--- config.mk ---
export PLATFORM = sky130hd
export DESIGN_NAME = sha256_stream_hash
export DESIGN_NICKNAME = d
export VERILOG_FILES = /design/src/sha_pkg.sv /design/src/sha_sched.sv /design/src/sha_round.sv /design/src/sha256_stream_hash.sv
export SDC_FILE = /design/constraint.sdc
export NUM_CORES = 2
export LEC_CHECK = 0
export BUFFER_PORTS_ARGS = -buffer_cell sky130_fd_sc_hd__buf_2
export CAP_MARGIN = 20
export CORE_ASPECT_RATIO = 1.1
export CORE_MARGIN = 4
export CORE_UTILIZATION = 30
export CTS_CLUSTER_SIZE = 25
export DETAILED_ROUTE_END_ITERATION = 7
export HOLD_SLACK_MARGIN = 0.15
export PLACE_DENSITY = 0.51
export SYNTH_ARGS = -nofsm -noshare
export SYNTH_HDL_FRONTEND = slang
export SYNTH_SLANG_ARGS = --single-unit
--- constraint.sdc ---
create_clock -name clk -period 23.8 [get_ports clk]
set_clock_uncertainty 0.1 [all_clocks]
set_input_delay 3.57 -clock clk [delete_from_list [all_inputs] [get_ports clk]]
set_output_delay 3.57 -clock clk [all_outputs]
set_load 0.02 [all_outputs]
--- src/sha_pkg.sv ---
`timescale 1ns / 1ps
// ---------------------------------------------------------------------------
// sha_pkg
// Shared types, constants and functions of the SHA-256 stream hasher.
// ---------------------------------------------------------------------------
package sha_pkg;

    localparam logic [31:0] RoundK [64] = '{
        32'h428a2f98, 32'h71374491, 32'hb5c0fbcf, 32'he9b5dba5,
        32'h3956c25b, 32'h59f111f1, 32'h923f82a4, 32'hab1c5ed5,
        32'hd807aa98, 32'h12835b01, 32'h243185be, 32'h550c7dc3,
        32'h72be5d74, 32'h80deb1fe, 32'h9bdc06a7, 32'hc19bf174,
        32'he49b69c1, 32'hefbe4786, 32'h0fc19dc6, 32'h240ca1cc,
        32'h2de92c6f, 32'h4a7484aa, 32'h5cb0a9dc, 32'h76f988da,
        32'h983e5152, 32'ha831c66d, 32'hb00327c8, 32'hbf597fc7,
        32'hc6e00bf3, 32'hd5a79147, 32'h06ca6351, 32'h14292967,
        32'h27b70a85, 32'h2e1b2138, 32'h4d2c6dfc, 32'h53380d13,
        32'h650a7354, 32'h766a0abb, 32'h81c2c92e, 32'h92722c85,
        32'ha2bfe8a1, 32'ha81a664b, 32'hc24b8b70, 32'hc76c51a3,
        32'hd192e819, 32'hd6990624, 32'hf40e3585, 32'h106aa070,
        32'h19a4c116, 32'h1e376c08, 32'h2748774c, 32'h34b0bcb5,
        32'h391c0cb3, 32'h4ed8aa4a, 32'h5b9cca4f, 32'h682e6ff3,
        32'h748f82ee, 32'h78a5636f, 32'h84c87814, 32'h8cc70208,
        32'h90befffa, 32'ha4506ceb, 32'hbef9a3f7, 32'hc67178f2
    };

    localparam logic [31:0] StartHash [8] = '{
        32'h6a09e667, 32'hbb67ae85, 32'h3c6ef372, 32'ha54ff53a,
        32'h510e527f, 32'h9b05688c, 32'h1f83d9ab, 32'h5be0cd19
    };

    localparam logic [7:0] PadByte = 8'h80;
    localparam logic OpAbsorb = 1'b0;
    localparam logic OpFinish = 1'b1;

    typedef logic [31:0] sha_vars_t [8];

    typedef struct packed {
        logic       byte_en;
        logic [7:0] byte_val;
        logic       word_en;
    } sha_blk_ctl_t;

    function automatic logic [31:0] ror(input logic [31:0] x, input int unsigned n);
        ror = (x >> n) | (x << (32 - n));
    endfunction

    function automatic logic [31:0] big_sig0(input logic [31:0] x);
        big_sig0 = ror(x, 2) ^ ror(x, 13) ^ ror(x, 22);
    endfunction

    function automatic logic [31:0] big_sig1(input logic [31:0] x);
        big_sig1 = ror(x, 6) ^ ror(x, 11) ^ ror(x, 25);
    endfunction

    function automatic logic [31:0] small_sig0(input logic [31:0] x);
        small_sig0 = ror(x, 7) ^ ror(x, 18) ^ (x >> 3);
    endfunction

    function automatic logic [31:0] small_sig1(input logic [31:0] x);
        small_sig1 = ror(x, 17) ^ ror(x, 19) ^ (x >> 10);
    endfunction

endpackage

--- src/sha_sched.sv ---
`timescale 1ns / 1ps
// ---------------------------------------------------------------------------
// sha_sched
// Block store and message schedule: bytes shift in, words shift through.
// ---------------------------------------------------------------------------
module sha_sched (
    input  logic                  clk,
    input  sha_pkg::sha_blk_ctl_t ctl,
    output logic [31:0]           w_cur
);
    import sha_pkg::*;

    logic [511:0] blk_reg;
    logic [31:0]  w_new;

    function automatic logic [31:0] wsel(input logic [511:0] b, input int unsigned i);
        wsel = b[511 - 32 * i -: 32];
    endfunction

    assign w_cur = wsel(blk_reg, 0);
    assign w_new = wsel(blk_reg, 0) + small_sig0(wsel(blk_reg, 1)) + wsel(blk_reg, 9)
                 + small_sig1(wsel(blk_reg, 14));

    always_ff @(posedge clk)
    begin
        if (ctl.byte_en)
        begin
            blk_reg <= {blk_reg[503:0], ctl.byte_val};
        end
        else if (ctl.word_en)
        begin
            blk_reg <= {blk_reg[479:0], w_new};
        end
    end

endmodule

--- src/sha_round.sv ---
`timescale 1ns / 1ps
// ---------------------------------------------------------------------------
// sha_round
// One SHA-256 compression round, shared over all 64 rounds.
// ---------------------------------------------------------------------------
module sha_round (
    input  sha_pkg::sha_vars_t v_in,
    input  logic [31:0]        k,
    input  logic [31:0]        w,
    output sha_pkg::sha_vars_t v_out
);
    import sha_pkg::*;

    logic [31:0] t1;
    logic [31:0] t2;

    assign t1 = v_in[7] + big_sig1(v_in[4]) + ((v_in[4] & v_in[5]) ^ (~v_in[4] & v_in[6]))
              + k + w;
    assign t2 = big_sig0(v_in[0])
              + ((v_in[0] & v_in[1]) ^ (v_in[0] & v_in[2]) ^ (v_in[1] & v_in[2]));

    always_comb
    begin
        v_out[7] = v_in[6];
        v_out[6] = v_in[5];
        v_out[5] = v_in[4];
        v_out[4] = v_in[3] + t1;
        v_out[3] = v_in[2];
        v_out[2] = v_in[1];
        v_out[1] = v_in[0];
        v_out[0] = t1 + t2;
    end

endmodule

--- src/sha256_stream_hash.sv ---
`timescale 1ns / 1ps
// ---------------------------------------------------------------------------
// sha256_stream_hash
// SHA-256 over a byte stream with a single shared round unit.
// ---------------------------------------------------------------------------
// An absorb request shifts in one byte; a block's 64th byte then runs the
// rounds and folds the result into the hash, all through the one round unit.
// A finish request shifts in 64 - fill padding bytes one a cycle, then
// compresses; fill >= 56 adds a second block of 64 padding bytes. The eight
// digest words then leave one per output request. s_tready is low from a
// block's last byte until done, and from a finish request to the last word.
module sha256_stream_hash (
    input  logic        clk,
    input  logic        rst_n,
    input  logic        s_tvalid,
    output logic        s_tready,
    input  logic [7:0]  s_tdata,   // data_byte
    input  logic        s_tuser,   // op
    output logic        m_tvalid,
    input  logic        m_tready,
    output logic [39:0] m_tdata,   // digest_word[31:0], word_index[34:32], zero
    output logic        m_tlast    // last_word
);
    import sha_pkg::*;

    typedef enum logic [4:0] {
        ST_IDLE = 5'b00001,
        ST_PAD  = 5'b00010,
        ST_COMP = 5'b00100,
        ST_ADD  = 5'b01000,
        ST_OUT  = 5'b10000
    } state_t;

    state_t       state_reg, state_next;
    state_t       after_reg, after_next;
    logic [60:0]  total_reg, total_next;
    logic [63:0]  len_reg, len_next;
    logic [5:0]   pos_reg, pos_next;
    logic         first_reg, first_next;
    logic         len_ok_reg, len_ok_next;
    logic [5:0]   rnd_reg, rnd_next;
    logic [2:0]   idx_reg, idx_next;
    sha_vars_t    hash_reg, hash_next;
    sha_vars_t    v_reg, v_next, v_round;
    sha_blk_ctl_t blk_ctl;
    logic [31:0]  w_cur;
    logic [7:0]   pad_val;
    logic [5:0]   fill;

    sha_sched u_sched (
        .clk   (clk),
        .ctl   (blk_ctl),
        .w_cur (w_cur)
    );

    sha_round u_round (
        .v_in  (v_reg),
        .k     (RoundK[rnd_reg]),
        .w     (w_cur),
        .v_out (v_round)
    );

    assign fill     = total_reg[5:0];
    assign s_tready = (state_reg == ST_IDLE);
    assign m_tvalid = (state_reg == ST_OUT);
    assign m_tdata  = {5'b0, idx_reg, hash_reg[idx_reg]};
    assign m_tlast  = (idx_reg == 3'd7);

    always_comb
    begin
        if (first_reg)
        begin
            pad_val = PadByte;
        end
        else if (len_ok_reg && pos_reg[5:3] == 3'b111)
        begin
            pad_val = 8'(len_reg >> {~pos_reg[2:0], 3'b000});
        end
        else
        begin
            pad_val = 8'h00;
        end
    end

    always_comb
    begin
        state_next      = state_reg;
        after_next      = after_reg;
        total_next      = total_reg;
        len_next        = len_reg;
        pos_next        = pos_reg;
        first_next      = first_reg;
        len_ok_next     = len_ok_reg;
        rnd_next        = rnd_reg;
        idx_next        = idx_reg;
        hash_next       = hash_reg;
        v_next          = v_reg;
        blk_ctl.byte_en  = 1'b0;
        blk_ctl.byte_val = s_tdata;
        blk_ctl.word_en  = 1'b0;
        case (state_reg)
            ST_IDLE:
            begin
                if (s_tvalid)
                begin
                    if (s_tuser == OpAbsorb)
                    begin
                        blk_ctl.byte_en = 1'b1;
                        total_next = total_reg + 61'd1;
                        if (fill == 6'd63)
                        begin
                            state_next = ST_COMP;
                            after_next = ST_IDLE;
                            v_next     = hash_reg;
                            rnd_next   = 6'd0;
                        end
                    end
                    else
                    begin
                        len_next    = {total_reg, 3'b000};
                        pos_next    = fill;
                        first_next  = 1'b1;
                        len_ok_next = (fill[5:3] != 3'b111);
                        state_next  = ST_PAD;
                    end
                end
            end
            ST_PAD:
            begin
                blk_ctl.byte_en  = 1'b1;
                blk_ctl.byte_val = pad_val;
                first_next = 1'b0;
                pos_next   = pos_reg + 6'd1;
                if (pos_reg == 6'd63)
                begin
                    state_next  = ST_COMP;
                    after_next  = len_ok_reg ? ST_OUT : ST_PAD;
                    len_ok_next = 1'b1;
                    v_next      = hash_reg;
                    rnd_next    = 6'd0;
                end
            end
            ST_COMP:
            begin
                blk_ctl.word_en = 1'b1;
                v_next   = v_round;
                rnd_next = rnd_reg + 6'd1;
                if (rnd_reg == 6'd63)
                begin
                    state_next = ST_ADD;
                end
            end
            ST_ADD:
            begin
                for (int i = 0; i < 8; i++)
                begin
                    hash_next[i] = hash_reg[i] + v_reg[i];
                end
                idx_next   = 3'd0;
                state_next = after_reg;
            end
            ST_OUT:
            begin
                if (m_tready)
                begin
                    idx_next = idx_reg + 3'd1;
                    if (idx_reg == 3'd7)
                    begin
                        hash_next  = StartHash;
                        total_next = 61'd0;
                        state_next = ST_IDLE;
                    end
                end
            end
            default:
            begin
                state_next = ST_IDLE;
            end
        endcase
    end

    always_ff @(posedge clk or negedge rst_n)
    begin
        if (!rst_n)
        begin
            state_reg  <= ST_IDLE;
            after_reg  <= ST_IDLE;
            total_reg  <= 61'd0;
            first_reg  <= 1'b0;
            len_ok_reg <= 1'b0;
            pos_reg    <= 6'd0;
            rnd_reg    <= 6'd0;
            idx_reg    <= 3'd0;
            hash_reg   <= StartHash;
        end
        else
        begin
            state_reg  <= state_next;
            after_reg  <= after_next;
            total_reg  <= total_next;
            first_reg  <= first_next;
            len_ok_reg <= len_ok_next;
            pos_reg    <= pos_next;
            rnd_reg    <= rnd_next;
            idx_reg    <= idx_next;
            hash_reg   <= hash_next;
        end
    end

    always_ff @(posedge clk)
    begin
        len_reg <= len_next;
        v_reg   <= v_next;
    end

endmodule

## After elaboration in Yosys (flattened, before gate mapping)

Memory sizes are Yosys's and may differ from the RTL's.
Cells that the tools add are included.

- $add $sub $neg: 22
- Order comparisons: 2
- Equal/unequal tests: 20
- Shift-type cells: 1
- Multiplexer cells: 58
- Bitwise gates (word level): 30
- Reductions and logical operators: 15

Operators with widths:

| kind | count |
|---|---|
| $mux W256 | 6 |
| $mux W512 | 2 |
| $pmux W256 S3 | 1 |
| $add A32 B32 Y32 | 18 |
| $pmux W256 S2 | 1 |
| $xor A32 B32 Y32 | 9 |
| $mux W61 | 4 |
| $and A32 B32 Y32 | 5 |
| $mux W32 | 4 |
| $pmux W61 S2 | 1 |
| $bmux W32 S3 | 1 |
| $shr A64 B6 Y8 | 1 |
| $add A61 B1 Y61 const B | 1 |
| $mux W5 | 12 |
| $mux W6 | 6 |
| $not A32 Y32 | 1 |
| $or A10 B32 Y32 | 1 |
| $or A13 B32 Y32 | 1 |
| $or A14 B32 Y32 | 1 |
| $or A15 B32 Y32 | 1 |
| $or A19 B32 Y32 | 1 |
| $or A21 B32 Y32 | 1 |
| $or A25 B32 Y32 | 1 |
| $or A26 B32 Y32 | 1 |
| other kinds (39) | 67 |

- Register bits: 1173
- Bits in read-only memories: 2048
- Output and inout bits: 43
- Logic and storage cells: 175
- Memories: 1

Memory list:

| name | words | width | rd ports | clocked after Yosys merged registers in | wr ports | RTL line | text |
|---|---|---|---|---|---|---|---|
| (no name shown) | 64 | 32 | 1 | 0 | 0 | sha256_stream_hash.sv:58 | `.k (RoundK[rnd_reg]),` |

## Depth between registers and ports, before layout

- Word-level depth: 9
- Depth in mapped cells: 36
- Depth with buffers taken out: 34

## By module

Synthesis repeated with hierarchy kept, for this count alone.

- Cells, all modules: 7789
- Area total of the unflattened synthesis: 80448.4 um^2

By module, submodules not included:

| module | instances | cells an instance | area each (um^2) | sequential area each (um^2) |
|---|---|---|---|---|
| sha256_stream_hash | 1 | 4757 | 43292.8 | 18250.0 |
| sha_sched | 1 | 1692 | 26103.8 | 15374.7 |
| sha_round | 1 | 1340 | 11051.8 | 0.0 |

## Worst setup path before layout

OpenSTA, ideal clock, no wires.

- Path kind: input-to-reg
- From: input s_tvalid
- To: register rnd_reg[5]
- Setup time: 0.084 ns
- Arrival time: 16.826 ns
- Data required time: 23.616 ns
- Setup slack: 6.790 ns
- Cell stages on the path: 8
- Buffers on the path: 0
- Path through: inv_1 nor2_1 and2_1 o21ai_0 nor2_1 nand3_1 or3_1 a21boi_0

- Longest elaborated chain between the ends: 2

Ends and longest elaborated chain:

| element | RTL line | text |
|---|---|---|
| start: declaration | sha256_stream_hash.sv:15 | `input logic s_tvalid,` |
| $ne A2 B2 Y1 (no line) | - |  |
| $reduce_and A5 Y1 (no line) | - |  |
| end signal: assignment | sha256_stream_hash.sv:204 | `rnd_reg <= rnd_next;` |
| end: declaration | sha256_stream_hash.sv:41 | `logic [5:0] rnd_reg, rnd_next;` |

No other way between the ends.
A chain may end at the register's enable or synchronous reset.

==> results.tsv <==
metric	value	unit
io_buffer_count	50	
insertion_delay	0.84	ns
syn_avg_cell_area	9.29	µm²
worst_path_most_repeated_cell	a21o_1	
wirelength	264000	µm
dr.pass1.iters	5	
clock_sinks	1171	
num_vias	61500	
die_area	270000	µm²
hold_viol_final	0	
synthArstFlopShare	29.2	%
grt_max_degree	213	
synth-seq-cells	1171	
synthFlopType	edfxtp_1	
critPathMaxFanout	48	
hpwl	190000	µm
synthTopCellsByArea	edfxtp_1 (32%), nand2_1 (11%), dfrtp_1 (6.5%)	
max-cap-violations	0	
drt-initial-drc-count	5538	
worstSetupPathType	reg -> reg	
setup_slack	13.42	ns
synth-compound-area-share	13.4	%
critPathArrivalTime	10.82	ns
finalCriticalPeriod	10.38	ns
synth_area_leader_cell	edfxtp_1	
max_stage_delay	0.87	ns
ctsHoldBuffers	0	
critPathCaptureType	flip-flop	
finalSetupTns	0	ns
row_count	196	
synth_fa_ha_area_share	11.6	%
core-area	260000	µm²
drive_gt1_share	7.68	%
antenna_found_initial	7	
post_cts_buffers	0	
setup.worst_path.start_class	flip-flop	
synth_xor_xnor_area_share	6.73	%
grt_pass1_wl	394000	µm
ios	56	
chipHeight	545	µm
timing.final.max_slew_violations	0	
min_period_over_period	43.6	%
viasPerCell	5.20	
cts_tree	done	
largest_reg_flops	512	
rsz0062_at_grt	no	
synth_mux_area_share	3.54	%
timing.hold.ws	0.368	ns
setup_viol	0	
overflow	0	
cts_buffers	141	
fin_nets	8857	
yosys.area_share.simple	17.8	%
hp-class	reg -> reg	
die_w	496	µm
maxClockFrequency	96.3	MHz
tightest_slew	1.33	ns
cpLargestDelayFamily	compound AO/OA/AOI/OAI gates	
cp_slowest_cell	o21ai_0	
synth_top_family_by_area	simple AND/OR/NAND/NOR gates	
clkSlewWorstSetupHoldPaths	0.06	ns
syn_inst	8449	
initial_core_util	30.2	%
seq_area_frac_synth	42.8	%
gr-usage-all-layers	19.1	%
netlist-cell-type-count	95	
cts-root-buf	clkbuf_16	
slew_headroom	11.3	%
yosysTopAreaCellShare	31.7	%
synthesis.area	78500	µm²
synth_edf_count	829	
htree_levels	4	
cp.required	24.24	ns
cts_resized	0	
synth_warnings	0	
status	finished clean	
drc	0	
clock_path_buffers	3	
routabilityCongestion	0.942	
grt_pass1_vias	61000	
wl_per_cell	22.3	µm
path_buf_inv	4	
antenna_left	0	
syn_to_final_growth	10.5	%
dp_slack	13.48	ns
## logic make-up (layout without fill, tap and decap cells)
logic type	Yosys count	in the layout
buf+inv	827	734
mux	170	170
flops	1171	1171
xor+xnor	600	600
other cells	1	6
fa+ha+maj	618	618
simple gates	3361	3361
compound gates	1701	1701
## metal layers
layer / vias up / track usage, % / wire length (µm)
met2: 1768 / 31.5 / 124000
li1: 28900 / - / -
met3: 413 / 2.57 / 13300
met4: 0 / 7.65 / 11300
met5: - / 0 / 0
met1: 30500 / 25.3 / 115000
## synthesized netlist by cell type, drive strengths merged, types with 57 or more instances
| cell type | instances |
|---|---|
| a211oi | 61 |
| xor2 | 214 |
| fa | 195 |
| ha | 401 |
| inv | 346 |
| nand2b | 57 |
| o21a | 59 |
| a21o | 159 |
| nand3 | 156 |
| nand2 | 2392 |
| dfstp | 138 |
| clkbuf | 432 |
| o21ai | 552 |
| xnor2 | 384 |
| nor3 | 122 |
| mux4 | 82 |
| a21oi | 440 |
| nor2 | 351 |
| dfrtp | 204 |
| edfxtp | 829 |
## cells in the final DEF (no fill, tap or decap), types with 19 or more instances in the layout
cell type	instances
dfrtp_1	197
ha_1	401
dfstp_2	138
o211ai_1	51
o21ai_0	542
clkinv_1	19
o311ai_0	19
mux2_2	42
clkbuf_16	144
nor2b_1	45
buf_4	72
xnor2_1	384
a211oi_1	61
or2_2	20
buf_2	49
maj3_1	22
and2_1	28
nand2_1	2390
o21bai_1	36
a21o_1	159
or3_1	44
a21oi_1	439
nand3_1	154
xor2_1	214
inv_1	345
mux2i_1	46
fa_1	195
o31ai_1	43
nor2_1	346
and3_1	46
o21a_1	59
a31oi_1	51
nand4_1	30
clkbuf_1	50
mux4_2	82
nor3_1	120
edfxtp_1	829
nand2b_1	56
## metrics by stage
| stage | area (µm²) | std cells | util [%] |
|---|---|---|---|
| global route | 86700 | 11800 | 33.4 |
| floorplan | 78500 | 8453 | - |
| detailed placement | 82100 | 11600 | 31.6 |
| CTS | 86700 | 11800 | 33.4 |
| global placement | 82100 | 11600 | 31.6 |
| finish | 86700 | 11800 | 33.4 |
## final cells by class
class	instances	area [µm²]
diodes	1	2.50
repair buffers	130	961
clock inverters	50	663
fillers	26800	173000
inverters	349	1310
well taps	3465	4340
clock buffers	205	3940
multi-input cells	6455	41900
flip-flops and latches	1171	33600
## path summary, 6_finish.rpt
check | to | from | slack [ns] | cells after the start
setup / recovery | v_reg[254]$_DFFE_PP_ | rnd_reg[3]$_DFFE_PN0P_ | 13.42 | 30
hold / removal | len_reg[63]$_DFFE_PP_ | total_reg[60]$_DFFE_PN0P_ | 0.37 | 0
hold reg to reg | len_reg[63]$_DFFE_PP_ | total_reg[60]$_DFFE_PN0P_ | 0.37 | 0
setup reg to reg | v_reg[254]$_DFFE_PP_ | rnd_reg[3]$_DFFE_PN0P_ | 13.42 | 30
max in group asynchronous | rnd_reg[2]$_DFFE_PN0P_ | rst_n | 18.63 | 3
min in group asynchronous | total_reg[41]$_DFFE_PN0P_ | rst_n | 2.66 | 1
Power is left out: the tool's default activity adds up to more than one toggle a clock period on the data nets, which glitch-free logic cannot reach.
